--- src/design/vgd_pkg.sv ---
// Package with the payload types, status codes and parser constants.
package vgd_pkg;
   localparam int MaxAllelesDefault = 255;
   localparam int MaxSamplesDefault = 65535;
   localparam int QueueDepth = 2;

   typedef struct packed {
      logic [7:0] text_byte;
      logic       line_end;
   } req_word_type;

   typedef struct packed {
      logic [15:0] sample_index;
      logic [1:0]  dosage;
      logic [2:0]  line_status;
      logic        last_in_line;
   } rsp_word_type;

   typedef enum logic [2:0] {
      ST_OK       = 3'd0,
      ST_SKIP     = 3'd1,
      ST_BAD      = 3'd2,
      ST_NEG      = 3'd3,
      ST_RANGE    = 3'd4,
      ST_FEWER    = 3'd5,
      ST_MORE     = 3'd6
   } status_type;

   typedef enum logic [2:0] {
      PH_LEAD_FIRST = 3'd0,
      PH_LEAD       = 3'd1,
      PH_WS         = 3'd2,
      PH_SIGN_POS   = 3'd3,
      PH_SIGN_NEG   = 3'd4,
      PH_DIG_POS    = 3'd5,
      PH_DIG_NEG    = 3'd6,
      PH_SKIP       = 3'd7
   } phase_type;

   // Byte class computed by the front end.
   typedef struct packed {
      logic [7:0] ch;
      logic       line_end;
      logic       is_tab;
      logic       is_digit;
      logic       is_sep;
      logic       is_colon;
      logic       is_ws;
      logic       is_base;
      logic       is_comma;
      logic       is_dot;
      logic       is_plus;
      logic       is_minus;
   } class_word_type;

   localparam logic [7:0] ChTab   = 8'h09;
   localparam logic [7:0] ChBar   = 8'h7C;
   localparam logic [7:0] ChSlash = 8'h2F;
   localparam logic [7:0] ChColon = 8'h3A;
   localparam logic [7:0] ChComma = 8'h2C;
   localparam logic [7:0] ChDot   = 8'h2E;
   localparam logic [7:0] ChPlus  = 8'h2B;
   localparam logic [7:0] ChMinus = 8'h2D;
   localparam logic [7:0] ChSpace = 8'h20;

   function automatic logic [7:0] header_char(input logic [2:0] pos);
      logic [7:0] c;
      unique case (pos)
         3'd0: c = 8'h23;
         3'd1: c = 8'h43;
         3'd2: c = 8'h48;
         3'd3: c = 8'h52;
         3'd4: c = 8'h4F;
         3'd5: c = 8'h4D;
         default: c = 8'h00;
      endcase
      return c;
   endfunction
endpackage

--- src/design/vgd_front.sv ---
// Front end: takes input words, classifies each byte and registers the class word.
module vgd_front
   import vgd_pkg::*;
(
   input  logic           clock,
   input  logic           reset,
   input  logic           req_valid,
   output logic           req_stall,
   input  req_word_type   req_word,
   output logic           cls_valid,
   input  logic           cls_stall,
   output class_word_type cls_word
);
   logic           valid_ff, valid_in;
   class_word_type word_ff, word_in;
   logic [7:0]     c;

   assign c = req_word.text_byte;
   assign req_stall = valid_ff && cls_stall;

   // Classification of the incoming byte.
   always_comb begin
      word_in.ch       = c;
      word_in.line_end = req_word.line_end;
      word_in.is_tab   = (c == ChTab);
      word_in.is_digit = (c >= 8'h30) && (c <= 8'h39);
      word_in.is_sep   = (c == ChBar) || (c == ChSlash);
      word_in.is_colon = (c == ChColon);
      word_in.is_ws    = (c == ChSpace) || ((c >= 8'd9) && (c <= 8'd13));
      word_in.is_base  = (c == 8'h41) || (c == 8'h43) || (c == 8'h47) || (c == 8'h54) ||
                         (c == 8'h61) || (c == 8'h63) || (c == 8'h67) || (c == 8'h74);
      word_in.is_comma = (c == ChComma);
      word_in.is_dot   = (c == ChDot);
      word_in.is_plus  = (c == ChPlus);
      word_in.is_minus = (c == ChMinus);
      valid_in = req_stall ? valid_ff : req_valid;
   end

   // Output register of the front end.
   always_ff @(posedge clock) begin
      if (reset) begin
         valid_ff <= 1'b0;
      end else begin
         valid_ff <= valid_in;
      end
      if (!req_stall && req_valid) begin
         word_ff <= word_in;
      end
   end

   assign cls_valid = valid_ff;
   assign cls_word  = word_ff;
endmodule

--- src/design/vgd_queue.sv ---
// Short queue between the front end and the back end.
module vgd_queue
   import vgd_pkg::*;
(
   input  logic           clock,
   input  logic           reset,
   input  logic           in_valid,
   output logic           in_stall,
   input  class_word_type in_word,
   output logic           out_valid,
   input  logic           out_stall,
   output class_word_type out_word
);
   localparam int AW = $clog2(QueueDepth);
   class_word_type    mem_ff [QueueDepth];
   logic [AW-1:0]     wp_ff, wp_in, rp_ff, rp_in;
   logic [AW:0]       cnt_ff, cnt_in;
   logic              push, pop;

   assign in_stall  = (cnt_ff == (AW+1)'(QueueDepth));
   assign out_valid = (cnt_ff != '0);
   assign out_word  = mem_ff[rp_ff];
   assign push = in_valid && !in_stall;
   assign pop  = out_valid && !out_stall;

   // Pointer and count update.
   always_comb begin
      wp_in  = push ? AW'(wp_ff + 1'b1) : wp_ff;
      rp_in  = pop ? AW'(rp_ff + 1'b1) : rp_ff;
      cnt_in = cnt_ff + (AW+1)'(push) - (AW+1)'(pop);
   end

   always_ff @(posedge clock) begin
      if (reset) begin
         wp_ff  <= '0;
         rp_ff  <= '0;
         cnt_ff <= '0;
      end else begin
         wp_ff  <= wp_in;
         rp_ff  <= rp_in;
         cnt_ff <= cnt_in;
      end
      if (push) begin
         mem_ff[wp_ff] <= in_word;
      end
   end
endmodule

--- src/design/vgd_back.sv ---
// Back end: runs the line parser on class words and registers the result word.
module vgd_back
   import vgd_pkg::*;
#(
   parameter int MAX_ALLELES = MaxAllelesDefault,
   parameter int MAX_SAMPLES = MaxSamplesDefault
) (
   input  logic           clock,
   input  logic           reset,
   input  logic           cfg_biallelic,
   input  logic [15:0]    cfg_samples,
   input  logic           cls_valid,
   output logic           cls_stall,
   input  class_word_type cls_word,
   output logic           rsp_valid,
   input  logic           rsp_stall,
   output rsp_word_type   rsp_word
);
   // Parser state.
   logic        hdr_seen_ff, hdr_seen_in;
   logic [2:0]  hdr_pos_ff, hdr_pos_in;
   logic [3:0]  col_ff, col_in;
   logic [15:0] scnt_ff, scnt_in;
   logic [1:0]  single_ff, single_in;
   logic [7:0]  alleles_ff, alleles_in;
   logic        in_gt_ff, in_gt_in;
   logic [8:0]  acc_ff, acc_in;
   logic [2:0]  flags_ff, flags_in;
   logic [1:0]  dcnt_ff, dcnt_in;
   logic        dmiss_ff, dmiss_in;
   logic        drop_ff, drop_in;
   logic        has_ch_ff, has_ch_in;
   logic [2:0]  serr_ff, serr_in;
   logic        ovalid_ff, ovalid_in;
   rsp_word_type oword_ff, oword_in;

   logic        take, emit;
   rsp_word_type ew;
   logic [16:0] eff;
   logic        last;
   logic [12:0] mul;
   logic [7:0]  max_a;

   assign cls_stall = ovalid_ff && rsp_stall;
   assign take = cls_valid && !cls_stall;
   assign max_a = 8'(MAX_ALLELES);
   assign mul = {4'd0, acc_ff} * 13'd10 + {9'd0, cls_word.ch[3:0]};

   // Effective sample count and last-sample test.
   always_comb begin
      eff = {1'b0, cfg_samples};
      if (eff == '0) eff = 17'd1;
      if (eff > 17'(MAX_SAMPLES)) eff = 17'(MAX_SAMPLES);
      last = ({1'b0, scnt_ff} + 17'd1) >= eff;
   end

   // Next-state logic of the parser.
   always_comb begin
      logic       le, skip, neg;
      phase_type  ph;
      logic [2:0] e;
      logic [1:0] dos;
      hdr_seen_in = hdr_seen_ff; hdr_pos_in = hdr_pos_ff; col_in = col_ff;
      scnt_in = scnt_ff; single_in = single_ff; alleles_in = alleles_ff;
      in_gt_in = in_gt_ff; acc_in = acc_ff; flags_in = flags_ff; dcnt_in = dcnt_ff;
      dmiss_in = dmiss_ff; drop_in = drop_ff; has_ch_in = has_ch_ff; serr_in = serr_ff;
      emit = 1'b0; ew = '0;
      le = cls_word.line_end; skip = 1'b0; neg = 1'b0; ph = phase_type'(flags_ff);
      e = 3'd0; dos = 2'd0;
      if (!hdr_seen_ff) begin
         if (le) begin
            if (hdr_pos_ff == 3'd6) hdr_seen_in = 1'b1;
            hdr_pos_in = 3'd0;
         end else if (hdr_pos_ff < 3'd6) begin
            hdr_pos_in = (cls_word.ch == header_char(hdr_pos_ff)) ? hdr_pos_ff + 3'd1 : 3'd7;
         end
      end else if (drop_ff) begin
         if (le) begin
            col_in = '0; scnt_in = '0; single_in = 2'b11; alleles_in = 8'd1; drop_in = 1'b0;
            in_gt_in = 1'b1; acc_in = '0; flags_in = PH_LEAD_FIRST; dcnt_in = '0;
            dmiss_in = 1'b0; has_ch_in = 1'b0; serr_in = '0;
         end
      end else if (!le && !cls_word.is_tab) begin
         has_ch_in = 1'b1;
         if (col_ff < 4'd9) begin
            // Fixed column character.
            if (col_ff == 4'd3 && acc_ff == '0) single_in[0] = cls_word.is_base;
            if (col_ff == 4'd4) begin
               if ((acc_ff == '0 || flags_ff[0]) && alleles_ff < max_a)
                  alleles_in = alleles_ff + 8'd1;
               flags_in[0] = cls_word.is_comma;
               if (acc_ff == '0) begin
                  single_in[1] = cls_word.is_base;
                  flags_in[1] = cls_word.is_dot;
               end
            end
            if (acc_ff < 9'd2) acc_in = acc_ff + 9'd1;
         end else if (in_gt_ff && serr_ff == '0) begin
            // Genotype character.
            if (cls_word.is_colon) begin
               if (ph == PH_WS || ph == PH_SIGN_POS || ph == PH_SIGN_NEG) serr_in = ST_BAD;
               else if (ph == PH_DIG_POS || ph == PH_DIG_NEG) begin
                  if (ph == PH_DIG_NEG && acc_ff != '0) serr_in = ST_NEG;
                  else if (acc_ff >= {1'b0, alleles_ff}) serr_in = ST_RANGE;
                  else if (acc_ff == '0 && dcnt_ff < 2'd2) dcnt_in = dcnt_ff + 2'd1;
               end
               in_gt_in = 1'b0;
            end else begin
               unique case (ph)
                  PH_LEAD_FIRST, PH_LEAD, PH_WS: begin
                     if (ph == PH_LEAD && cls_word.is_ws) flags_in = PH_WS;
                     else if (!cls_word.is_ws || ph == PH_LEAD) begin
                        if (cls_word.is_digit) begin
                           acc_in = {5'd0, cls_word.ch[3:0]}; flags_in = PH_DIG_POS;
                        end else if (cls_word.is_plus) flags_in = PH_SIGN_POS;
                        else if (cls_word.is_minus) flags_in = PH_SIGN_NEG;
                        else if (cls_word.is_dot && ph != PH_WS) begin
                           dmiss_in = 1'b1; flags_in = PH_SKIP;
                        end else serr_in = ST_BAD;
                     end
                  end
                  PH_SIGN_POS, PH_SIGN_NEG: begin
                     if (cls_word.is_digit) begin
                        acc_in = {5'd0, cls_word.ch[3:0]};
                        flags_in = (ph == PH_SIGN_NEG) ? PH_DIG_NEG : PH_DIG_POS;
                     end else serr_in = ST_BAD;
                  end
                  PH_DIG_POS, PH_DIG_NEG: begin
                     if (cls_word.is_digit) acc_in = (mul > 13'd511) ? 9'd511 : mul[8:0];
                     else begin
                        if (ph == PH_DIG_NEG && acc_ff != '0) serr_in = ST_NEG;
                        else if (acc_ff >= {1'b0, alleles_ff}) serr_in = ST_RANGE;
                        else if (acc_ff == '0 && dcnt_ff < 2'd2) dcnt_in = dcnt_ff + 2'd1;
                        flags_in = cls_word.is_sep ? PH_LEAD : PH_SKIP;
                     end
                  end
                  default: if (cls_word.is_sep) flags_in = PH_LEAD;
               endcase
            end
         end
      end else if (col_ff < 4'd9) begin
         // Fixed column closed by tab or line end.
         if (col_ff == 4'd3 && acc_ff != 9'd1) single_in[0] = 1'b0;
         if (col_ff == 4'd4) begin
            if (acc_ff != 9'd1) single_in[1] = 1'b0;
            if (acc_ff == 9'd1 && flags_ff[1]) alleles_in = 8'd1;
            skip = cfg_biallelic && (single_in != 2'b11);
         end
         acc_in = '0; flags_in = '0;
         if (le && !has_ch_ff) begin
            emit = 1'b1; ew = '{16'd0, 2'd3, ST_FEWER, 1'b1};
         end else if (skip) begin
            emit = 1'b1; ew = '{16'd0, 2'd3, ST_SKIP, 1'b1};
            if (!le) drop_in = 1'b1;
         end else if (le) begin
            emit = 1'b1; ew = '{16'd0, 2'd3, ST_FEWER, 1'b1};
         end else begin
            col_in = col_ff + 4'd1;
            if (col_ff == 4'd8) scnt_in = '0;
            in_gt_in = 1'b1; dcnt_in = '0; dmiss_in = 1'b0; has_ch_in = 1'b0; serr_in = '0;
         end
         if (le) begin
            col_in = '0; scnt_in = '0; single_in = 2'b11; alleles_in = 8'd1; drop_in = 1'b0;
            in_gt_in = 1'b1; acc_in = '0; flags_in = PH_LEAD_FIRST; dcnt_in = '0;
            dmiss_in = 1'b0; has_ch_in = 1'b0; serr_in = '0;
         end
      end else begin
         // Sample column closed by tab or line end.
         e = serr_ff; dos = dcnt_ff;
         if (in_gt_ff && serr_ff == '0) begin
            if (ph == PH_WS || ph == PH_SIGN_POS || ph == PH_SIGN_NEG) e = ST_BAD;
            else if (ph == PH_DIG_POS || ph == PH_DIG_NEG) begin
               neg = (ph == PH_DIG_NEG);
               if (neg && acc_ff != '0) e = ST_NEG;
               else if (acc_ff >= {1'b0, alleles_ff}) e = ST_RANGE;
               else if (acc_ff == '0 && dcnt_ff < 2'd2) dos = dcnt_ff + 2'd1;
            end
         end
         emit = 1'b1;
         if (le && !has_ch_ff) ew = '{scnt_ff, 2'd3, ST_FEWER, 1'b1};
         else if (!le && last) begin
            ew = '{scnt_ff, 2'd3, ST_MORE, 1'b1}; drop_in = 1'b1;
         end else if (e != 3'd0) begin
            ew = '{scnt_ff, 2'd3, e, 1'b1};
            if (!le) drop_in = 1'b1;
         end else if (le) begin
            if (last) ew = '{scnt_ff, dmiss_ff ? 2'd3 : dos, ST_OK, 1'b1};
            else ew = '{16'(scnt_ff + 16'd1), 2'd3, ST_FEWER, 1'b1};
         end else begin
            ew = '{scnt_ff, dmiss_ff ? 2'd3 : dos, ST_OK, 1'b0};
            scnt_in = scnt_ff + 16'd1;
            in_gt_in = 1'b1; acc_in = '0; flags_in = PH_LEAD_FIRST; dcnt_in = '0;
            dmiss_in = 1'b0; has_ch_in = 1'b0; serr_in = '0;
         end
         if (le) begin
            col_in = '0; scnt_in = '0; single_in = 2'b11; alleles_in = 8'd1; drop_in = 1'b0;
            in_gt_in = 1'b1; acc_in = '0; flags_in = PH_LEAD_FIRST; dcnt_in = '0;
            dmiss_in = 1'b0; has_ch_in = 1'b0; serr_in = '0;
         end
      end
   end

   // Result register.
   always_comb begin
      ovalid_in = ovalid_ff && rsp_stall;
      oword_in  = oword_ff;
      if (take && emit) begin
         ovalid_in = 1'b1;
         oword_in  = ew;
      end
   end

   always_ff @(posedge clock) begin
      if (reset) begin
         hdr_seen_ff <= 1'b0; hdr_pos_ff <= '0; col_ff <= '0; scnt_ff <= '0;
         single_ff <= 2'b11; alleles_ff <= 8'd1; in_gt_ff <= 1'b1; acc_ff <= '0;
         flags_ff <= '0; dcnt_ff <= '0; dmiss_ff <= 1'b0; drop_ff <= 1'b0;
         has_ch_ff <= 1'b0; serr_ff <= '0; ovalid_ff <= 1'b0;
      end else begin
         if (take) begin
            hdr_seen_ff <= hdr_seen_in; hdr_pos_ff <= hdr_pos_in; col_ff <= col_in;
            scnt_ff <= scnt_in; single_ff <= single_in; alleles_ff <= alleles_in;
            in_gt_ff <= in_gt_in; acc_ff <= acc_in; flags_ff <= flags_in;
            dcnt_ff <= dcnt_in; dmiss_ff <= dmiss_in; drop_ff <= drop_in;
            has_ch_ff <= has_ch_in; serr_ff <= serr_in;
         end
         ovalid_ff <= ovalid_in;
      end
      oword_ff <= oword_in;
   end

   assign rsp_valid = ovalid_ff;
   assign rsp_word  = oword_ff;
endmodule

--- src/design/vcf_genotype_dosage_parser.sv ---
// Top level of the VCF genotype dosage parser.
// Takes one text byte or line-end word per clock while not stalled and gives one dosage
// word for each sample column, or one status word when a line is skipped or malformed.
// A word passes the classifier register, a two-entry queue and the parser register, and
// a result word holds in the parser register while the receiver stalls; the parser
// updates once per cycle when it takes a word, which sets a sustained rate of one input
// word per clock while no stall holds the flow. Registers: 0 biallelic_only at byte 0,
// 1 sample_count at byte 4; write them only while the block is idle.
module vcf_genotype_dosage_parser
   import vgd_pkg::*;
#(
   parameter int MAX_ALLELES = MaxAllelesDefault,
   parameter int MAX_SAMPLES = MaxSamplesDefault
) (
   input  logic         clock,
   input  logic         reset,
   input  logic         req_valid,
   output logic         req_stall,
   input  req_word_type req_word,
   output logic         rsp_valid,
   input  logic         rsp_stall,
   output rsp_word_type rsp_word,
   input  logic         csr_psel,
   input  logic         csr_penable,
   input  logic         csr_pwrite,
   input  logic [2:0]   csr_paddr,
   input  logic [31:0]  csr_pwdata,
   output logic [31:0]  csr_prdata,
   output logic         csr_pready
);
   localparam logic [2:0] AddrBiallelic = 3'd0;
   localparam logic [2:0] AddrSamples   = 3'd4;

   logic           bi_ff, bi_in;
   logic [15:0]    sc_ff, sc_in;
   logic           f_valid, f_stall, q_valid, q_stall;
   class_word_type f_word, q_word;

   // Configuration registers.
   assign csr_pready = 1'b1;
   always_comb begin
      bi_in = bi_ff; sc_in = sc_ff;
      if (csr_psel && csr_penable && csr_pwrite) begin
         if (csr_paddr == AddrBiallelic) bi_in = csr_pwdata[0];
         if (csr_paddr == AddrSamples) sc_in = csr_pwdata[15:0];
      end
      csr_prdata = '0;
      if (csr_paddr == AddrBiallelic) csr_prdata = {31'd0, bi_ff};
      else if (csr_paddr == AddrSamples) csr_prdata = {16'd0, sc_ff};
   end
   always_ff @(posedge clock) begin
      if (reset) begin
         bi_ff <= 1'b0; sc_ff <= 16'd1;
      end else begin
         bi_ff <= bi_in; sc_ff <= sc_in;
      end
   end

   vgd_front u_front (
      .clock, .reset, .req_valid, .req_stall, .req_word,
      .cls_valid(f_valid), .cls_stall(f_stall), .cls_word(f_word)
   );
   vgd_queue u_queue (
      .clock, .reset, .in_valid(f_valid), .in_stall(f_stall), .in_word(f_word),
      .out_valid(q_valid), .out_stall(q_stall), .out_word(q_word)
   );
   vgd_back #(.MAX_ALLELES(MAX_ALLELES), .MAX_SAMPLES(MAX_SAMPLES)) u_back (
      .clock, .reset, .cfg_biallelic(bi_ff), .cfg_samples(sc_ff),
      .cls_valid(q_valid), .cls_stall(q_stall), .cls_word(q_word),
      .rsp_valid, .rsp_stall, .rsp_word
   );
endmodule

--- config.mk ---
export PLATFORM = sky130hd
export DESIGN_NAME = vcf_genotype_dosage_parser
export DESIGN_NICKNAME = d
export VERILOG_FILES = /design/src/design/vgd_pkg.sv /design/src/design/vgd_front.sv /design/src/design/vgd_queue.sv /design/src/design/vgd_back.sv /design/src/design/vcf_genotype_dosage_parser.sv
export SDC_FILE = /design/constraint.sdc
export NUM_CORES = 1
export LEC_CHECK = 0
export BUFFER_PORTS_ARGS = -buffer_cell sky130_fd_sc_hd__buf_2
export CAP_MARGIN = 20
export CELL_PAD_IN_SITES_DETAIL_PLACEMENT = 0
export CELL_PAD_IN_SITES_GLOBAL_PLACEMENT = 2
export CORE_MARGIN = 5
export CORE_UTILIZATION = 40
export DETAILED_ROUTE_END_ITERATION = 8
export GPL_ROUTABILITY_DRIVEN = 0
export MAX_ROUTING_LAYER = met4
export PLACE_DENSITY_LB_ADDON = 0.25
export SLEW_MARGIN = 20
export SYNTH_ARGS = -nofsm -noshare
export SYNTH_HDL_FRONTEND = slang
export SYNTH_SLANG_ARGS = --single-unit
--- constraint.sdc ---
create_clock -name clock -period 9.9 [get_ports clock]
set_input_delay 0.495 -clock clock [delete_from_list [all_inputs] [get_ports clock]]
set_output_delay 0.495 -clock clock [all_outputs]
set_load 0.005 [all_outputs]
==> flow_summary_export.csv <==
group,metric,value,unit
status,status,"complete, no violations",
sta,fin_ws,4530,ps
synth,synth_mux_area_frac,0.0371,
critical_path,arrival,5690,ps
run,maxCapViolations,0,
cts,hold_buffers,0,
route,firstDrtPassIters,7,
synth,synth.largest_area_cell,"edfxtp_1",
cells_and_area,instances_no_fill,1466,
route,drt_iter0_drc,449,
die,std_cell_rows,57,
cells_and_area,antenna_cells,0,
route,wl_met1,11500,µm
global_routing,grt_pass1_vias,7855,
route,drc,0,
synth,syn_area,0.00972,mm²
power,p_per_area,157,mW/mm²
sta,tightest_slew,1050,ps
power,switchingPower,0.541,mW
synth,netlist-cell-type-count,84,
critical_path,cp.required,10220,ps
sta,maxSlewHeadroom,0.301,
global_routing,grt_overflow,0,
sta,fin_tns_setup,0,ps
critical_path,cp-end-kind,"flop",
synth,ys_ff_latch,158,
route,dr_wl_met3,966,µm
die,ios,108,
power,ir_drop,88.4,µV
power,clockPowerShare,0.396,
synth,postSynthCellCount,1077,
critical_path,critPathLaunchType,"flop",
route,antenna_left,0,
global_routing,grt_max_degree,66,
synth,synth.area.top_cells,"edfxtp_1, dfxtp_1, ha_1, a21oi_1, nand2_1",
placement,portBuffers,74,
die,start_util,0.403,
sta,finalHoldViolCount,0,
synth,synth_common_cells,"nand2_1, nor2_1, a21oi_1",
sta,finalClockSkew,15.8,ps
power,p_int,1.18,mW
sta,min_period,5370,ps
placement,detailedPlacementHpwl,18800,µm
die,fp.coreArea,0.0241,mm²
cts,clk_pin_slew,70,ps
synth,synth_compound_area_frac,0.188,
route,viasPerCell,5.46,
route,wl_per_cell,17.8,µm
cts,cts.sinks,158,
synth,synth_top_area_frac,0.244,
sta,setup_viol,0,
power,p_leak,4.22,nW
cts,cts_resized,0,
synth,synth_adder_area_share,0.0749,
synth,syn_avg_cell_area,9.03,µm²
global_routing,grtUsageTotal,0.193,
cells_and_area,drive_above_1_share,0.142,
route,wl_met2,13200,µm
synth,yosys_most_used_dff,"edfxtp_1",
synth,synth-seq-area-share,0.407,
sta,fmax,186,MHz
sta,fin_crit_sh,0.542,
power,p_comb_frac,0.175,
global_routing,grt_antenna_before_repair,0,
cts,cts_tree,"built",
die,die_w,166,µm
placement,place_inst,1434,
route,top_layer_used,"met4",
synth,synthArstFlopShare,0,
cts,root_buffer,"clkbuf_16",
cells_and_area,finalNetCount,1237,
synth,yosysWarnings,0,
placement,dp_slack,4620,ps
critical_path,crit_type,"reg -> reg",
synth,synthXorXnorAreaFrac,0.0360,
critical_path,rrSetupSlack,4530,ps
cts,cts-htree-levels,4,
synth,yosys.area_share.simple,0.199,
sta,rsz0062_at_grt,"false",
critical_path,crit_fanout,16,
cts,cts_buffers,17,
cts,clockBufferDepth,2,
route,routed_wirelength,26100,µm
power,power_frac_seq,0.429,
global_routing,grt_pass1_wl,42500,µm
synth,synth_edf_count,79,
cts,clock_latency,430,ps
sta,report.final.slew_viol_count,0,
synth,synth_top_family_by_area,"simple AND/OR/NAND/NOR gates",
power,p_sw_frac,0.315,
cells_and_area,areaGrowthSynthToFinish,12.6,%
die,die_area,0.0275,mm²
die,dieHeight,166,µm
route,vias,8011,
hold_path,hold_class,"in -> reg",
synth,synth_most_common_cell,"nand2_1",
cts,post_cts_buffers,0,
[state kept, by name, summed over array words and instances, names as in the netlist, 3 cells and up, named ones only]
signal and cells:
u_queue.mem_ff 38, u_back.rsp_word 22, u_front.cls_word 19, sc_ff 16, u_back.scnt_ff 16, u_back.acc_ff 9
u_back.alleles_ff 8, u_back.col_ff 4, u_back.flags_ff 3, u_back.hdr_pos_ff 3, u_back.serr_ff 3
[placed cells by master (no fill, tap or decap), drive strengths merged, types with 8 or more instances in the layout]
master / n
nand2: 113
nor2: 93
buf: 92
a21oi: 89
dfxtp: 79
edfxtp: 79
inv: 58
ha: 55
o21ai: 53
nor3: 42
nand3: 30
mux2i: 27
xnor2: 23
and2: 21
nor4: 18
xor2: 17
conb: 17
clkbuf: 17
nand4: 15
o211ai: 13
a211oi: 13
and3: 12
a31oi: 12
a32o: 11
nor3b: 10
mux2: 8
nor2b: 8
[area by class of cell]
| type | instances | area [µm²] |
|---|---|---|
| fillers | 2431 | 13200 |
| multi-input cells | 811 | 5280 |
| flip-flops and latches | 158 | 3950 |
| repair buffers | 92 | 505 |
| clock buffers | 17 | 425 |
| well taps | 324 | 405 |
| clock inverters | 15 | 194 |
| inverters | 49 | 184 |
[path summary, 6_finish.rpt]
path | from | end | depth (start not counted)
worst min-delay path | req_word[0] | u_front.cls_word[10] | 1
worst max-delay path | u_back.scnt_ff[0] | u_back.scnt_ff[15] | 17
worst min register to register | u_front.cls_word[3] | u_queue.mem_ff[0][3] | 0
worst max register to register | u_back.scnt_ff[0] | u_back.scnt_ff[15] | 17
[logic make-up after synthesis]
family | after synthesis
simple gates | 392
buf+inv | 123
other cells | 2
fa+ha+maj | 57
mux | 35
flops | 158
compound gates | 270
xor+xnor | 40
[metrics by stage]
stage | util | hold slack (ps) | total power, mW | area [µm²]
global placement | 0.428 | 423 | 1.05 | 10300
floorplan | - | 421 | 0.968 | 9780
detailed placement | 0.428 | 431 | 1.05 | 10300
CTS | 0.454 | 231 | 1.74 | 10900
finish | 0.454 | 248 | 1.72 | 10900
global route | 0.454 | 235 | 1.80 | 10900
[power groups by stage]
stage               sequential [mW]  clock (mW)  combinational (mW)
floorplan                     0.746           0               0.221
global placement              0.750           0               0.302
detailed placement            0.752           0               0.303
CTS                           0.736       0.699               0.305
global route                  0.740       0.723               0.334
finish                        0.737       0.681               0.301
[metal layers]
layer  global-route usage  up-vias
li1                     -     4037
met1                0.235     3818
met2                0.334      138
met3               0.0345       18
met4               0.0441        0
met5                    -        -
[worst max-delay path, stage by stage (launching register included)]
cell	delay (ps)
dfxtp_1	460
ha_1	350
nand3_2	130
or2_1	350
nor3_1	710
nand3_1	310
xnor2_1	370
ha_1	320
nand2_1	70
nor2_1	40
a211oi_1	250
o21a_1	160
o211ai_1	80
buf_4	230
o32ai_4	630
buf_4	360
o211ai_1	120
a32o_1	300
(Power assumes the default switching activity.)
